## src/rtl/core/rrss_pkg.sv

```systemverilog
// Shared types and constants for the round-robin slice scheduler.
// No dependencies; compile first.
package rrss_pkg;

    localparam int BURST_W   = 16;
    localparam int QUANTUM_W = 16;
    localparam int CLOCK_W   = 20;
    localparam int ACTION_W  = 2;

    localparam logic [QUANTUM_W-1:0] QUANTUM_RESET = 16'd10;

    localparam logic [ACTION_W-1:0] ACT_CLEAR   = 2'd0;
    localparam logic [ACTION_W-1:0] ACT_APPEND  = 2'd1;
    localparam logic [ACTION_W-1:0] ACT_ADVANCE = 2'd2;

    // controller -> datapath
    typedef struct packed {
        logic ready;
        logic clear;
        logic append;
        logic start_scan;
        logic step_scan;
        logic grant_calc;
        logic grant_commit;
        logic emit;
    } rrss_cmd_t;

    // datapath -> controller
    typedef struct packed {
        logic                in_valid;
        logic [ACTION_W-1:0] action;
        logic                none_pending;
        logic                rem_zero;
        logic                out_free;
    } rrss_status_t;

endpackage

```

## src/rtl/core/rrss_if.sv

```systemverilog
// Valid/ready channels of the slice scheduler: request word and result word.
// Depends on rrss_pkg for field widths.
interface rrss_in_if;
    logic                               valid;
    logic                               ready;
    logic [rrss_pkg::ACTION_W-1:0]      action;
    logic [rrss_pkg::BURST_W-1:0]       burst_length;

    modport source (output valid, output action, output burst_length, input ready);
    modport sink   (input valid, input action, input burst_length, output ready);
endinterface

// NUM_W must equal $clog2(MAX_TASKS + 1) of the scheduler instance.
interface rrss_out_if #(parameter int NUM_W = 5);
    logic                               valid;
    logic                               ready;
    logic [NUM_W-1:0]                   task_number;
    logic [rrss_pkg::BURST_W-1:0]       slice_length;
    logic                               task_finished;
    logic [rrss_pkg::CLOCK_W-1:0]       waiting_time;
    logic                               all_done;
    logic                               table_full;

    modport source (output valid, output task_number, output slice_length,
                    output task_finished, output waiting_time, output all_done,
                    output table_full, input ready);
    modport sink   (input valid, input task_number, input slice_length,
                    input task_finished, input waiting_time, input all_done,
                    input table_full, output ready);
endinterface

```

## src/rtl/core/rrss_ctrl.sv

```systemverilog
// Sequencing FSM of the slice scheduler: decode, table scan, grant, emit.
// Depends on rrss_pkg (command/status structs, action codes).
module rrss_ctrl
(
    input  logic                  clk,
    input  logic                  rst_n,
    input  rrss_pkg::rrss_status_t status,
    output rrss_pkg::rrss_cmd_t    cmd
);

    localparam logic [2:0] ST_IDLE   = 3'd0;
    localparam logic [2:0] ST_DECIDE = 3'd1;
    localparam logic [2:0] ST_READ   = 3'd2;
    localparam logic [2:0] ST_CHECK  = 3'd3;
    localparam logic [2:0] ST_GRANT  = 3'd4;
    localparam logic [2:0] ST_EMIT   = 3'd5;

    logic [2:0] state_reg;
    logic [2:0] state_next;

    always_ff @(posedge clk or negedge rst_n)
    begin
        if (!rst_n)
        begin
            state_reg <= ST_IDLE;
        end
        else
        begin
            state_reg <= state_next;
        end
    end

    always_comb
    begin
        state_next = state_reg;
        cmd        = '0;
        unique case (state_reg)
            ST_IDLE:
            begin
                cmd.ready = 1'b1;
                if (status.in_valid)
                begin
                    state_next = ST_DECIDE;
                end
            end
            ST_DECIDE:
            begin
                state_next = ST_EMIT;
                unique case (status.action)
                    rrss_pkg::ACT_CLEAR:  cmd.clear  = 1'b1;
                    rrss_pkg::ACT_APPEND: cmd.append = 1'b1;
                    rrss_pkg::ACT_ADVANCE:
                    begin
                        // nothing pending: empty grant, state untouched
                        if (!status.none_pending)
                        begin
                            cmd.start_scan = 1'b1;
                            state_next     = ST_READ;
                        end
                    end
                    default: ;
                endcase
            end
            ST_READ:
            begin
                state_next = ST_CHECK;
            end
            ST_CHECK:
            begin
                if (status.rem_zero)
                begin
                    cmd.step_scan = 1'b1;
                    state_next    = ST_READ;
                end
                else
                begin
                    cmd.grant_calc = 1'b1;
                    state_next     = ST_GRANT;
                end
            end
            ST_GRANT:
            begin
                cmd.grant_commit = 1'b1;
                state_next       = ST_EMIT;
            end
            ST_EMIT:
            begin
                if (status.out_free)
                begin
                    cmd.emit   = 1'b1;
                    state_next = ST_IDLE;
                end
            end
            default:
            begin
                state_next = ST_IDLE;
            end
        endcase
    end

endmodule

```

## src/rtl/core/rrss_dp.sv

```systemverilog
// Datapath of the slice scheduler: task tables, counters, clock, output word.
// Depends on rrss_pkg and the rrss_in_if / rrss_out_if channels.
module rrss_dp
#(
    parameter int MAX_TASKS = 16
)
(
    input  logic                              clk,
    input  logic                              rst_n,
    rrss_in_if.sink                           task_req,
    rrss_out_if.source                        slice_rsp,
    input  logic                              cfg_we,
    input  logic [rrss_pkg::QUANTUM_W-1:0]    cfg_wdata,
    input  rrss_pkg::rrss_cmd_t               cmd,
    output rrss_pkg::rrss_status_t            status
);

    localparam int IDX_W = $clog2(MAX_TASKS);
    localparam int CNT_W = $clog2(MAX_TASKS + 1);
    localparam int BW    = rrss_pkg::BURST_W;
    localparam int CW    = rrss_pkg::CLOCK_W;

    logic [BW-1:0] rem_mem   [MAX_TASKS];
    logic [BW-1:0] burst_mem [MAX_TASKS];

    logic [rrss_pkg::QUANTUM_W-1:0] quantum_reg;
    logic [CNT_W-1:0]               task_count_reg;
    logic [CNT_W-1:0]               pending_reg;
    logic [IDX_W-1:0]               scan_reg;
    logic [CW-1:0]                  clock_reg;
    logic                           out_valid_reg;

    logic [rrss_pkg::ACTION_W-1:0]  action_reg;
    logic [BW-1:0]                  burst_reg;
    logic [IDX_W-1:0]               idx_reg;
    logic [BW-1:0]                  rem_rd_reg;
    logic [BW-1:0]                  burst_rd_reg;
    logic [BW-1:0]                  slice_reg;
    logic [CNT_W-1:0]               number_reg;
    logic                           finished_reg;
    logic                           full_reg;

    logic [CNT_W-1:0]               out_number_reg;
    logic [BW-1:0]                  out_slice_reg;
    logic                           out_finished_reg;
    logic [CW-1:0]                  out_wait_reg;
    logic                           out_done_reg;
    logic                           out_full_reg;

    logic                           load;
    logic                           table_is_full;
    logic                           store_task;
    logic [IDX_W-1:0]               count_idx;
    logic [IDX_W-1:0]               next_idx;
    logic [BW-1:0]                  quantum_eff;
    logic [BW-1:0]                  slice_calc;
    logic                           grant_done;
    logic                           mem_we;
    logic [IDX_W-1:0]               mem_waddr;
    logic [BW-1:0]                  mem_wdata;
    logic [CW-1:0]                  wait_calc;

    assign load          = task_req.valid & cmd.ready;
    assign table_is_full = (task_count_reg == CNT_W'(MAX_TASKS));
    assign store_task    = cmd.append & ~table_is_full;
    assign count_idx     = task_count_reg[IDX_W-1:0];

    // cyclic successor within the filled part of the table
    assign next_idx = ((CNT_W'(idx_reg) + CNT_W'(1)) == task_count_reg) ? '0
                      : idx_reg + IDX_W'(1);

    assign quantum_eff = (quantum_reg == '0) ? BW'(1) : quantum_reg;
    assign slice_calc  = (rem_rd_reg < quantum_eff) ? rem_rd_reg : quantum_eff;
    assign grant_done  = (rem_rd_reg == slice_reg);

    assign mem_we    = store_task | cmd.grant_commit;
    assign mem_waddr = cmd.grant_commit ? idx_reg : count_idx;
    assign mem_wdata = cmd.grant_commit ? (rem_rd_reg - slice_reg) : burst_reg;

    assign wait_calc = finished_reg ? (clock_reg - CW'(burst_rd_reg)) : '0;

    // task tables: one write port, registered read at the scan index
    always_ff @(posedge clk)
    begin
        if (mem_we)
        begin
            rem_mem[mem_waddr] <= mem_wdata;
        end
        if (store_task)
        begin
            burst_mem[count_idx] <= burst_reg;
        end
        rem_rd_reg   <= rem_mem[idx_reg];
        burst_rd_reg <= burst_mem[idx_reg];
    end

    always_ff @(posedge clk or negedge rst_n)
    begin
        if (!rst_n)
        begin
            quantum_reg    <= rrss_pkg::QUANTUM_RESET;
            task_count_reg <= '0;
            pending_reg    <= '0;
            scan_reg       <= '0;
            clock_reg      <= '0;
            out_valid_reg  <= 1'b0;
        end
        else
        begin
            if (cfg_we)
            begin
                quantum_reg <= cfg_wdata;
            end
            if (cmd.clear)
            begin
                task_count_reg <= '0;
                pending_reg    <= '0;
                scan_reg       <= '0;
                clock_reg      <= '0;
            end
            if (store_task)
            begin
                task_count_reg <= task_count_reg + CNT_W'(1);
                if (burst_reg != '0)
                begin
                    pending_reg <= pending_reg + CNT_W'(1);
                end
            end
            if (cmd.grant_commit)
            begin
                clock_reg <= clock_reg + CW'(slice_reg);
                scan_reg  <= next_idx;
                if (grant_done)
                begin
                    pending_reg <= pending_reg - CNT_W'(1);
                end
            end
            if (cmd.emit)
            begin
                out_valid_reg <= 1'b1;
            end
            else if (slice_rsp.ready)
            begin
                out_valid_reg <= 1'b0;
            end
        end
    end

    always_ff @(posedge clk)
    begin
        if (load)
        begin
            action_reg   <= task_req.action;
            burst_reg    <= task_req.burst_length;
            number_reg   <= '0;
            slice_reg    <= '0;
            finished_reg <= 1'b0;
            full_reg     <= 1'b0;
        end
        if (cmd.append)
        begin
            full_reg <= table_is_full;
        end
        if (cmd.start_scan)
        begin
            idx_reg <= scan_reg;
        end
        if (cmd.step_scan)
        begin
            idx_reg <= next_idx;
        end
        if (cmd.grant_calc)
        begin
            slice_reg <= slice_calc;
        end
        if (cmd.grant_commit)
        begin
            finished_reg <= grant_done;
            number_reg   <= CNT_W'(idx_reg) + CNT_W'(1);
        end
        if (cmd.emit)
        begin
            out_number_reg   <= number_reg;
            out_slice_reg    <= slice_reg;
            out_finished_reg <= finished_reg;
            out_wait_reg     <= wait_calc;
            out_done_reg     <= (pending_reg == '0);
            out_full_reg     <= full_reg;
        end
    end

    assign task_req.ready          = cmd.ready;
    assign slice_rsp.valid         = out_valid_reg;
    assign slice_rsp.task_number   = out_number_reg;
    assign slice_rsp.slice_length  = out_slice_reg;
    assign slice_rsp.task_finished = out_finished_reg;
    assign slice_rsp.waiting_time  = out_wait_reg;
    assign slice_rsp.all_done      = out_done_reg;
    assign slice_rsp.table_full    = out_full_reg;

    assign status.in_valid     = task_req.valid;
    assign status.action       = action_reg;
    assign status.none_pending = (pending_reg == '0);
    assign status.rem_zero     = (rem_rd_reg == '0);
    assign status.out_free     = ~out_valid_reg | slice_rsp.ready;

`ifndef SYNTHESIS
    a_pending_le_count: assert property (@(posedge clk) disable iff (!rst_n)
        pending_reg <= task_count_reg)
        else $error("pending count exceeds task count");

    a_scan_in_table: assert property (@(posedge clk) disable iff (!rst_n)
        (task_count_reg == '0 && scan_reg == '0) || (CNT_W'(scan_reg) < task_count_reg))
        else $error("scan position outside filled table");

    a_grant_sane: assert property (@(posedge clk) disable iff (!rst_n)
        cmd.grant_commit |-> (slice_reg != '0) && (slice_reg <= rem_rd_reg))
        else $error("grant larger than remaining time or empty");

    a_word_from_emit: assert property (@(posedge clk) disable iff (!rst_n)
        $rose(out_valid_reg) |-> $past(cmd.emit))
        else $error("result word appeared without emit");
`endif

endmodule

```

## src/rtl/core/round_robin_slice_scheduler_top.sv

```systemverilog
// Top level of the round-robin time-slice scheduler.
// Depends on rrss_pkg, rrss_if (channels), rrss_ctrl and rrss_dp.

// Each request word (clear, append, advance) returns exactly one result word.
// Requests are handled one at a time; a finished word waits in an output
// register while the next request is taken. Clear, append, unused codes and an
// advance with nothing pending go from decode straight to emit; an advance that
// grants runs read and check once for each entry it visits, then grant and
// emit. The scan steps over S (0 to MAX_TASKS-1) table entries with no time
// left and reads the task table one entry at a time through its single
// registered read port. A new result word that finds the previous one still
// unaccepted holds the scheduler until that word is taken.
// The result interface's NUM_W must be $clog2(MAX_TASKS + 1). The quantum
// register resets to 10 and is written whenever cfg_we is high; write it
// only while no request is in flight.
module round_robin_slice_scheduler_top
#(
    parameter int MAX_TASKS = 16
)
(
    input  logic                            clk,
    input  logic                            rst_n,
    rrss_in_if.sink                         task_req,
    rrss_out_if.source                      slice_rsp,
    input  logic                            cfg_we,
    input  logic [rrss_pkg::QUANTUM_W-1:0]  cfg_wdata
);

    rrss_pkg::rrss_cmd_t    cmd;
    rrss_pkg::rrss_status_t status;

    rrss_ctrl u_ctrl
    (
        .clk    (clk),
        .rst_n  (rst_n),
        .status (status),
        .cmd    (cmd)
    );

    rrss_dp #(.MAX_TASKS(MAX_TASKS)) u_dp
    (
        .clk       (clk),
        .rst_n     (rst_n),
        .task_req  (task_req),
        .slice_rsp (slice_rsp),
        .cfg_we    (cfg_we),
        .cfg_wdata (cfg_wdata),
        .cmd       (cmd),
        .status    (status)
    );

endmodule

```

## src/flat_wrapper.sv

```systemverilog
// flat-port wrapper written by rule: the top's interface ports become plain ports
module round_robin_slice_scheduler_top_flat 
#(
    parameter int MAX_TASKS = 16
)
  (clk, rst_n, cfg_we, cfg_wdata, task_req_valid, task_req_action, task_req_burst_length, task_req_ready, slice_rsp_valid, slice_rsp_task_number, slice_rsp_slice_length, slice_rsp_task_finished, slice_rsp_waiting_time, slice_rsp_all_done, slice_rsp_table_full, slice_rsp_ready);
  rrss_in_if task_req_i ();
  rrss_out_if #(.NUM_W(($clog2(MAX_TASKS + 1)))) slice_rsp_i ();
  input  logic clk;
  input  logic rst_n;
  input  logic cfg_we;
  input  logic [rrss_pkg::QUANTUM_W-1:0] cfg_wdata;
  input wire logic [$bits(task_req_i.valid)-1:0] task_req_valid;
  input wire logic [$bits(task_req_i.action)-1:0] task_req_action;
  input wire logic [$bits(task_req_i.burst_length)-1:0] task_req_burst_length;
  output wire logic [$bits(task_req_i.ready)-1:0] task_req_ready;
  output wire logic [$bits(slice_rsp_i.valid)-1:0] slice_rsp_valid;
  output wire logic [$bits(slice_rsp_i.task_number)-1:0] slice_rsp_task_number;
  output wire logic [$bits(slice_rsp_i.slice_length)-1:0] slice_rsp_slice_length;
  output wire logic [$bits(slice_rsp_i.task_finished)-1:0] slice_rsp_task_finished;
  output wire logic [$bits(slice_rsp_i.waiting_time)-1:0] slice_rsp_waiting_time;
  output wire logic [$bits(slice_rsp_i.all_done)-1:0] slice_rsp_all_done;
  output wire logic [$bits(slice_rsp_i.table_full)-1:0] slice_rsp_table_full;
  input wire logic [$bits(slice_rsp_i.ready)-1:0] slice_rsp_ready;
  assign task_req_i.valid = task_req_valid;
  assign task_req_i.action = task_req_action;
  assign task_req_i.burst_length = task_req_burst_length;
  assign task_req_ready = task_req_i.ready;
  assign slice_rsp_valid = slice_rsp_i.valid;
  assign slice_rsp_task_number = slice_rsp_i.task_number;
  assign slice_rsp_slice_length = slice_rsp_i.slice_length;
  assign slice_rsp_task_finished = slice_rsp_i.task_finished;
  assign slice_rsp_waiting_time = slice_rsp_i.waiting_time;
  assign slice_rsp_all_done = slice_rsp_i.all_done;
  assign slice_rsp_table_full = slice_rsp_i.table_full;
  assign slice_rsp_i.ready = slice_rsp_ready;
  round_robin_slice_scheduler_top #(.MAX_TASKS(MAX_TASKS)) u_core (.clk(clk), .rst_n(rst_n), .task_req(task_req_i), .slice_rsp(slice_rsp_i), .cfg_we(cfg_we), .cfg_wdata(cfg_wdata));
endmodule
```

## config.mk

```make
export PLATFORM = sky130hd
export DESIGN_NAME = round_robin_slice_scheduler_top_flat
export DESIGN_NICKNAME = d
export VERILOG_FILES = /design/src/rtl/core/rrss_pkg.sv /design/src/rtl/core/rrss_if.sv /design/src/rtl/core/rrss_ctrl.sv /design/src/rtl/core/rrss_dp.sv /design/src/rtl/core/round_robin_slice_scheduler_top.sv /design/src/flat_wrapper.sv
export SDC_FILE = /design/constraint.sdc
export NUM_CORES = 1
export LEC_CHECK = 0
export BUFFER_PORTS_ARGS = -buffer_cell sky130_fd_sc_hd__buf_2
export CORE_ASPECT_RATIO = 0.5
export CORE_MARGIN = 2
export CORE_UTILIZATION = 50
export CTS_CLUSTER_SIZE = 16
export DETAILED_ROUTE_END_ITERATION = 12
export PLACE_DENSITY = 0.73
export REMOVE_ABC_BUFFERS = 1
export SYNTH_ARGS = -nofsm -noshare
export SYNTH_HDL_FRONTEND = slang
export SYNTH_HIERARCHICAL = 1
export SYNTH_SLANG_ARGS = --single-unit
```

## constraint.sdc

```tcl
create_clock -name clk -period 5.25 [get_ports clk]
set_clock_uncertainty 0.05 [all_clocks]
set_input_delay 1.05 -clock clk [delete_from_list [all_inputs] [get_ports clk]]
set_output_delay 1.05 -clock clk [all_outputs]
set_load 0.1 [all_outputs]
```

# Yosys cells after proc, flatten, opt, wreduce, memory -nomap -nowiden
# Memories as Yosys holds them, arrays and structs flattened. A register that Yosys moved wholly into a read port is not among the register bits.
# Cells that the tools add are included.
[totals] out_inout_bits=46 inputBits=39 register_bits=143 mem_count=2 ramBits=512
[memory_table] name="u_core.u_dp.burst_mem" depth=16 word_bits=16 read_ports=1 rd_clocked_by_memory_dff=1 wr=1 line="rrss_dp.sv:24" source="logic [BW-1:0] burst_mem [MAX_TASKS];"
[memory_table] name="u_core.u_dp.rem_mem" depth=16 word_bits=16 read_ports=1 rd_clocked_by_memory_dff=1 wr=1 line="rrss_dp.sv:23" source="logic [BW-1:0] rem_mem [MAX_TASKS];"
[op_classes] n_mux=49 bitwise_logic=6 order_cmp=1 add_sub_neg=8 n_eq_ne=12 reduce_logical=14
[ops] cell="16-bit two-way mux" count=5
[ops] cell="5-bit two-way mux" count=9
[ops] cell="20-bit two-way mux" count=2
[ops] cell="16-bit zero test" count=2
[ops] cell="4-bit two-way mux" count=6
[ops] cell="20-bit by 16-bit adder with 20-bit output" count=1
[ops] cell="20-bit by 16-bit subtractor with 20-bit output" count=1
[ops] cell="1-bit two-way mux" count=19
[ops] cell="3-bit two-way mux" count=6
[ops] cell="3-bit one-hot mux with 6 select lines" count=1
[ops] cell="16-bit == test" count=1
[ops] cell="16-bit < comparator" count=1
[ops] cell="16-bit nonzero test" count=1
[ops] cell="16-bit subtractor" count=1
[ops] cell="2-bit nonzero test" count=7
[ops] cell="5-bit by 1-bit adder with 5-bit output (second input constant)" count=2
[ops] cell="3-bit by 2-bit == test with 1-bit output (second input constant)" count=2
[ops] cell="3-bit == test (second input constant)" count=2
[ops] cell="4-bit by 1-bit adder with 5-bit output (second input constant)" count=1
[ops] cell="5-bit == test" count=1
[ops] cell="5-bit == test (second input constant)" count=1
[ops] cell="5-bit zero test" count=1
[ops] cell="5-bit by 1-bit subtractor with 5-bit output (second input constant)" count=1
[ops] cell="4-bit by 1-bit adder with 4-bit output (second input constant)" count=1
[ops] cell="12 further kinds" count=15

# Logic depth before layout (Yosys ltp)
[logic_depth] word_depth=9 mapped_depth=10 ltp_nobuf=10

# Modules after synthesis
# Netlist, hierarchy kept.
[by_module_without_submodules] mod="rrss_dp" area_per_inst_um2=28459.8 n_inst=1 cells_each=1645
[by_module_without_submodules] mod="rrss_ctrl" area_per_inst_um2=202.7 n_inst=1 cells_each=26

# Least setup slack after synthesis
# OpenSTA, ideal clock, no wires.
[synth_path] path_type="input to register" start="in slice_rsp_ready" end="reg u_core.u_dp.out_done_reg, in the netlist u_core/u_dp/slice_rsp.all_done, enable pin" arrival_time_ns=3.112 path_stages=3 setup_time_ns=0.446 required_ns=4.754 slack_ns=1.642 path_cell_list="nand2b_1 > nand2_1 > nor2_1"
[synth_rtl] element="start: declaration" line="flat_wrapper.sv:24" source="input wire logic [$bits(slice_rsp_i.ready)-1:0] slice_rsp_ready;"
[synth_rtl] element="end signal: assignment" line="rrss_dp.sv:187" source="out_done_reg <= (pending_reg == '0);"
[synth_rtl] element="end: declaration" line="rrss_dp.sv:47" source="logic out_done_reg;"

==> key figures <==
Timing
  • Setup Viol. Count Final: 0
  • Worst Setup Slack, final: 1.41 ns
  • Setup repair after global routing missed its margin: no
  • Peak Freq: 260 MHz
  • Setup TNS: 0 ns
  • Worst relative slew slack: 2.46%
  • Max-slew violation count: 0
  • Final critical path time including I/O delays and setup: 3.84 ns
  • Total count of hold-check failures in the final report: 0
  • Period utilisation layout: 73.2%
  • Tightest Pin Transition: 1.46 ns

Clock network
  • CTS tree: built
  • Latest clock arrival within the worst-skew pair: 0.63 ns
  • Number of buffers created by CTS: 57
  • # hold bufs at CTS: 0
  • Post-cts resize count: 0
  • Clk pin slew, worst setup/hold paths: 0.07 ns
  • Buffers inserted during post-CTS setup optimization: 0
  • Buffer cell driving the clock tree root: clkbuf_16
  • Max Root-Sink Buffers: 3
  • Count of H-tree levels built during CTS: 2
  • Clk sink count: 687

Worst setup path
  • WP data required: 5.71 ns
  • Worst path buffer plus inverter count: 1
  • Capture point of the worst reg-to-reg path: u_core/u_dp/pending_reg[3]
  • R2R Path Start: u_core/u_ctrl/state_reg[0]
  • Setup crit start kind: register
  • Stage delay of the slowest cell on the critical path: 0.69 ns
  • Cell family with the largest share of critical-path delay: simple AND/OR/NAND/NOR gates
  • Crit-path max FO: 11
  • Cell-by-cell trace of the critical path: nor2b_1 -> nand2b_1 -> nor3b_1 -> inv_1 -> a31oi_1 -> nand2_1 -> or3_1 -> a21boi_0 -> o21ai_0 -> a21oi_1
  • Reg2Reg Depth: 10
  • Cell depth of the worst setup path: 10
  • Highest-delay cell along the critical path: a31oi_1
  • CP endpoint: u_core/u_dp/pending_reg[3]
  • Type of the worst setup path: register to register
  • Worst setup startpoint: u_core/u_ctrl/state_reg[0]
  • Data arrival, critical path: 4.30 ns
  • Reg2reg setup slack: 1.41 ns
  • Crit path capture type: register

Die
  • Die Area: 59400 um2
  • Initial cell density of the core: 51.1%
  • I/O pin count: 85
  • Site row count: 61
  • Die height: 173 um
  • Die width: 343 um
  • Floorplan Core Area: 56100 um2

Synth
  • Sequential fraction of the synthesis area: 69.9%
  • Top area cells in the synthesized netlist: edfxtp_1 63%, mux4_2 13%, dfrtp_1 4.5%
  • Async SR Flop Fraction: 7.86%
  • Post-synth top area cell: edfxtp_1
  • Number of flip-flops and latches in the synthesized netlist: 687
  • Distinct cells, synth: 67
  • Area fraction of the dominant cell type after synthesis: 63.0%
  • Yosys warning total: 6
  • Synth Instances: 1671
  • Average footprint of a synthesized cell: 17.2 um2
  • Main synth FF type: edfxtp_1
  • Post-synth EDFFs: 601
  • Post-synthesis instance area: 28700 um2

Layout
  • Post-route cell area: 31900 um2
  • Area growth from synthesis to layout: 11.2%
  • Share of layout cells above drive strength 1: 21.8%
  • Largest regs: u_core/u_dp/burst_mem: 256 flops, u_core/u_dp/rem_mem: 256 flops
  • Most common library cell in the layout ignoring fill and taps: edfxtp_1
  • Nets@finish: 1877
  • Antenna diode count: 0
  • Final cell count without fillers: 2566
  • Commonest cells after routing, fill and taps aside: 601 x edfxtp_1, 160 x mux4_2, 87 x nand2_1

Route
  • Length of the first detailed-routing pass in iterations: 5
  • Violation count after the first detailed-route iteration: 1648
  • Vias per inst: 6.01
  • DRC violations left: 0
  • Number of vias after detailed routing: 15400
  • DRT Wirelength: 63.1 mm
  • Routed wire length per instance: 24.6 um
  • Final antenna-violating net count: 0

Global route
  • Congestion Overflow GR: 0
  • Pin count of the biggest net entering global routing: 71
  • Global-route wire length before repair: 95.1 mm
  • Initial antenna violation count: 1
  • Number of global-route vias before repair: 15200
  • Overall track demand over capacity in global routing: 21.4%

Run
  • Count of max-cap constraint violations: 0

Placed design
  • Global placement routability congestion: 0.874
  • Cell area after placement: 30000 um2
  • Worst slack at placement: 1.53 ns
  • Count of input and output buffers: 84
  • Count of placed standard cells including taps: 2462
  • Dpl hpwl: 40.8 mm

Worst hold path
  • Worst hold path class: register to register

Power and ir drop
  • Power per unit of standard cell area: 511 nW/um2
  • Peak supply drop: 0.000327 V
  • Standby leakage power: 10.9 nW

Outcome
  • Result of the run: finished, final reports clean
worst min-delay path by stage:
| stage | from | to | slack (ns) | cells after the start |
|---|---|---|---|---|
| after floorplan | u_core/u_dp/full_reg | u_core/u_dp/slice_rsp.table_full | 0.35 | 0 |
| after global placement | u_core/u_dp/number_reg[3] | u_core/u_dp/slice_rsp.task_number[3] | 0.38 | 0 |
| after detailed placement | u_core/u_dp/number_reg[3] | u_core/u_dp/slice_rsp.task_number[3] | 0.38 | 0 |
| after CTS | u_core/u_dp/number_reg[3] | u_core/u_dp/slice_rsp.task_number[3] | 0.39 | 0 |
| after global routing | u_core/u_dp/number_reg[3] | u_core/u_dp/slice_rsp.task_number[3] | 0.40 | 0 |
| final | u_core/u_dp/number_reg[3] | u_core/u_dp/slice_rsp.task_number[3] | 0.39 | 0 |
Yosys cell counts, types with 5 or more instances:
cell      instances
edfxtp_1        601
mux4_2          160
nand2_1          87
nor2_1           86
o21ai_0          77
inv_1            71
ha_1             70
dfrtp_1          52
a21oi_1          47
clkbuf_1         39
nand3_1          35
dfxtp_1          32
o31ai_1          23
nand2b_1         19
xor2_1           19
xnor2_1          18
nor4_1           17
nor3_1           16
and3_1           15
a21o_1           14
a31oi_1          12
buf_1            12
buf_2            12
o21a_1           12
nor2b_1          11
or3_1             9
mux2_2            8
a22o_1            7
nand4_1           7
a211oi_1          6
and2_1            6
o211ai_1          6
mux2i_1           5
o22ai_1           5
cell families (layout without fill, tap and decap cells):
| kind of cell | count (synthesis) | in the layout | synth area share [%] |
|---|---|---|---|
| buffers and inverters | 143 | 282 | 2.02 |
| DFF | 687 | 687 | 69.9 |
| and+or+nand+nor | 321 | 321 | 5.33 |
| muxes | 173 | 173 | 13.1 |
| xor gates and xnor gates | 37 | 37 | 1.13 |
| AOI/OAI and AO/OA | 237 | 237 | 5.27 |
| adders and majority gates | 73 | 73 | 3.27 |
layout make-up:
cell class	count	area, um2
clock inverters	25	270
fillers	4097	24200
flip-flops and latches	687	20000
well taps	756	946
clock buffers	79	1620
repair buffers	103	588
multi-input cells	841	8120
inverters	75	282
metal layers:
| metal | share of wire, % | GRT usage [%] |
|---|---|---|
| met1 | 42 | 31.4 |
| met5 | 0 | 0 |
| met3 | 8.7 | 3.93 |
| met4 | 3.1 | 6.67 |
| met2 | 46 | 32.9 |
where the power goes:
part	internal, mW	switching, mW
sequential	7.00	0.481
clock	2.37	1.92
combinational	1.33	3.16
metrics by stage:
stage | hold slack [ns] | total power [mW] | utilization (%)
finish | 0.391 | 16.3 | 56.8
detailed placement | 0.383 | 12.0 | 53.4
global route | 0.401 | 17.0 | 56.8
floorplan | 0.350 | 10.7 | -
CTS | 0.395 | 16.3 | 56.8
global placement | 0.381 | 12.0 | 53.4
Power figures use the tool's default switching activity.
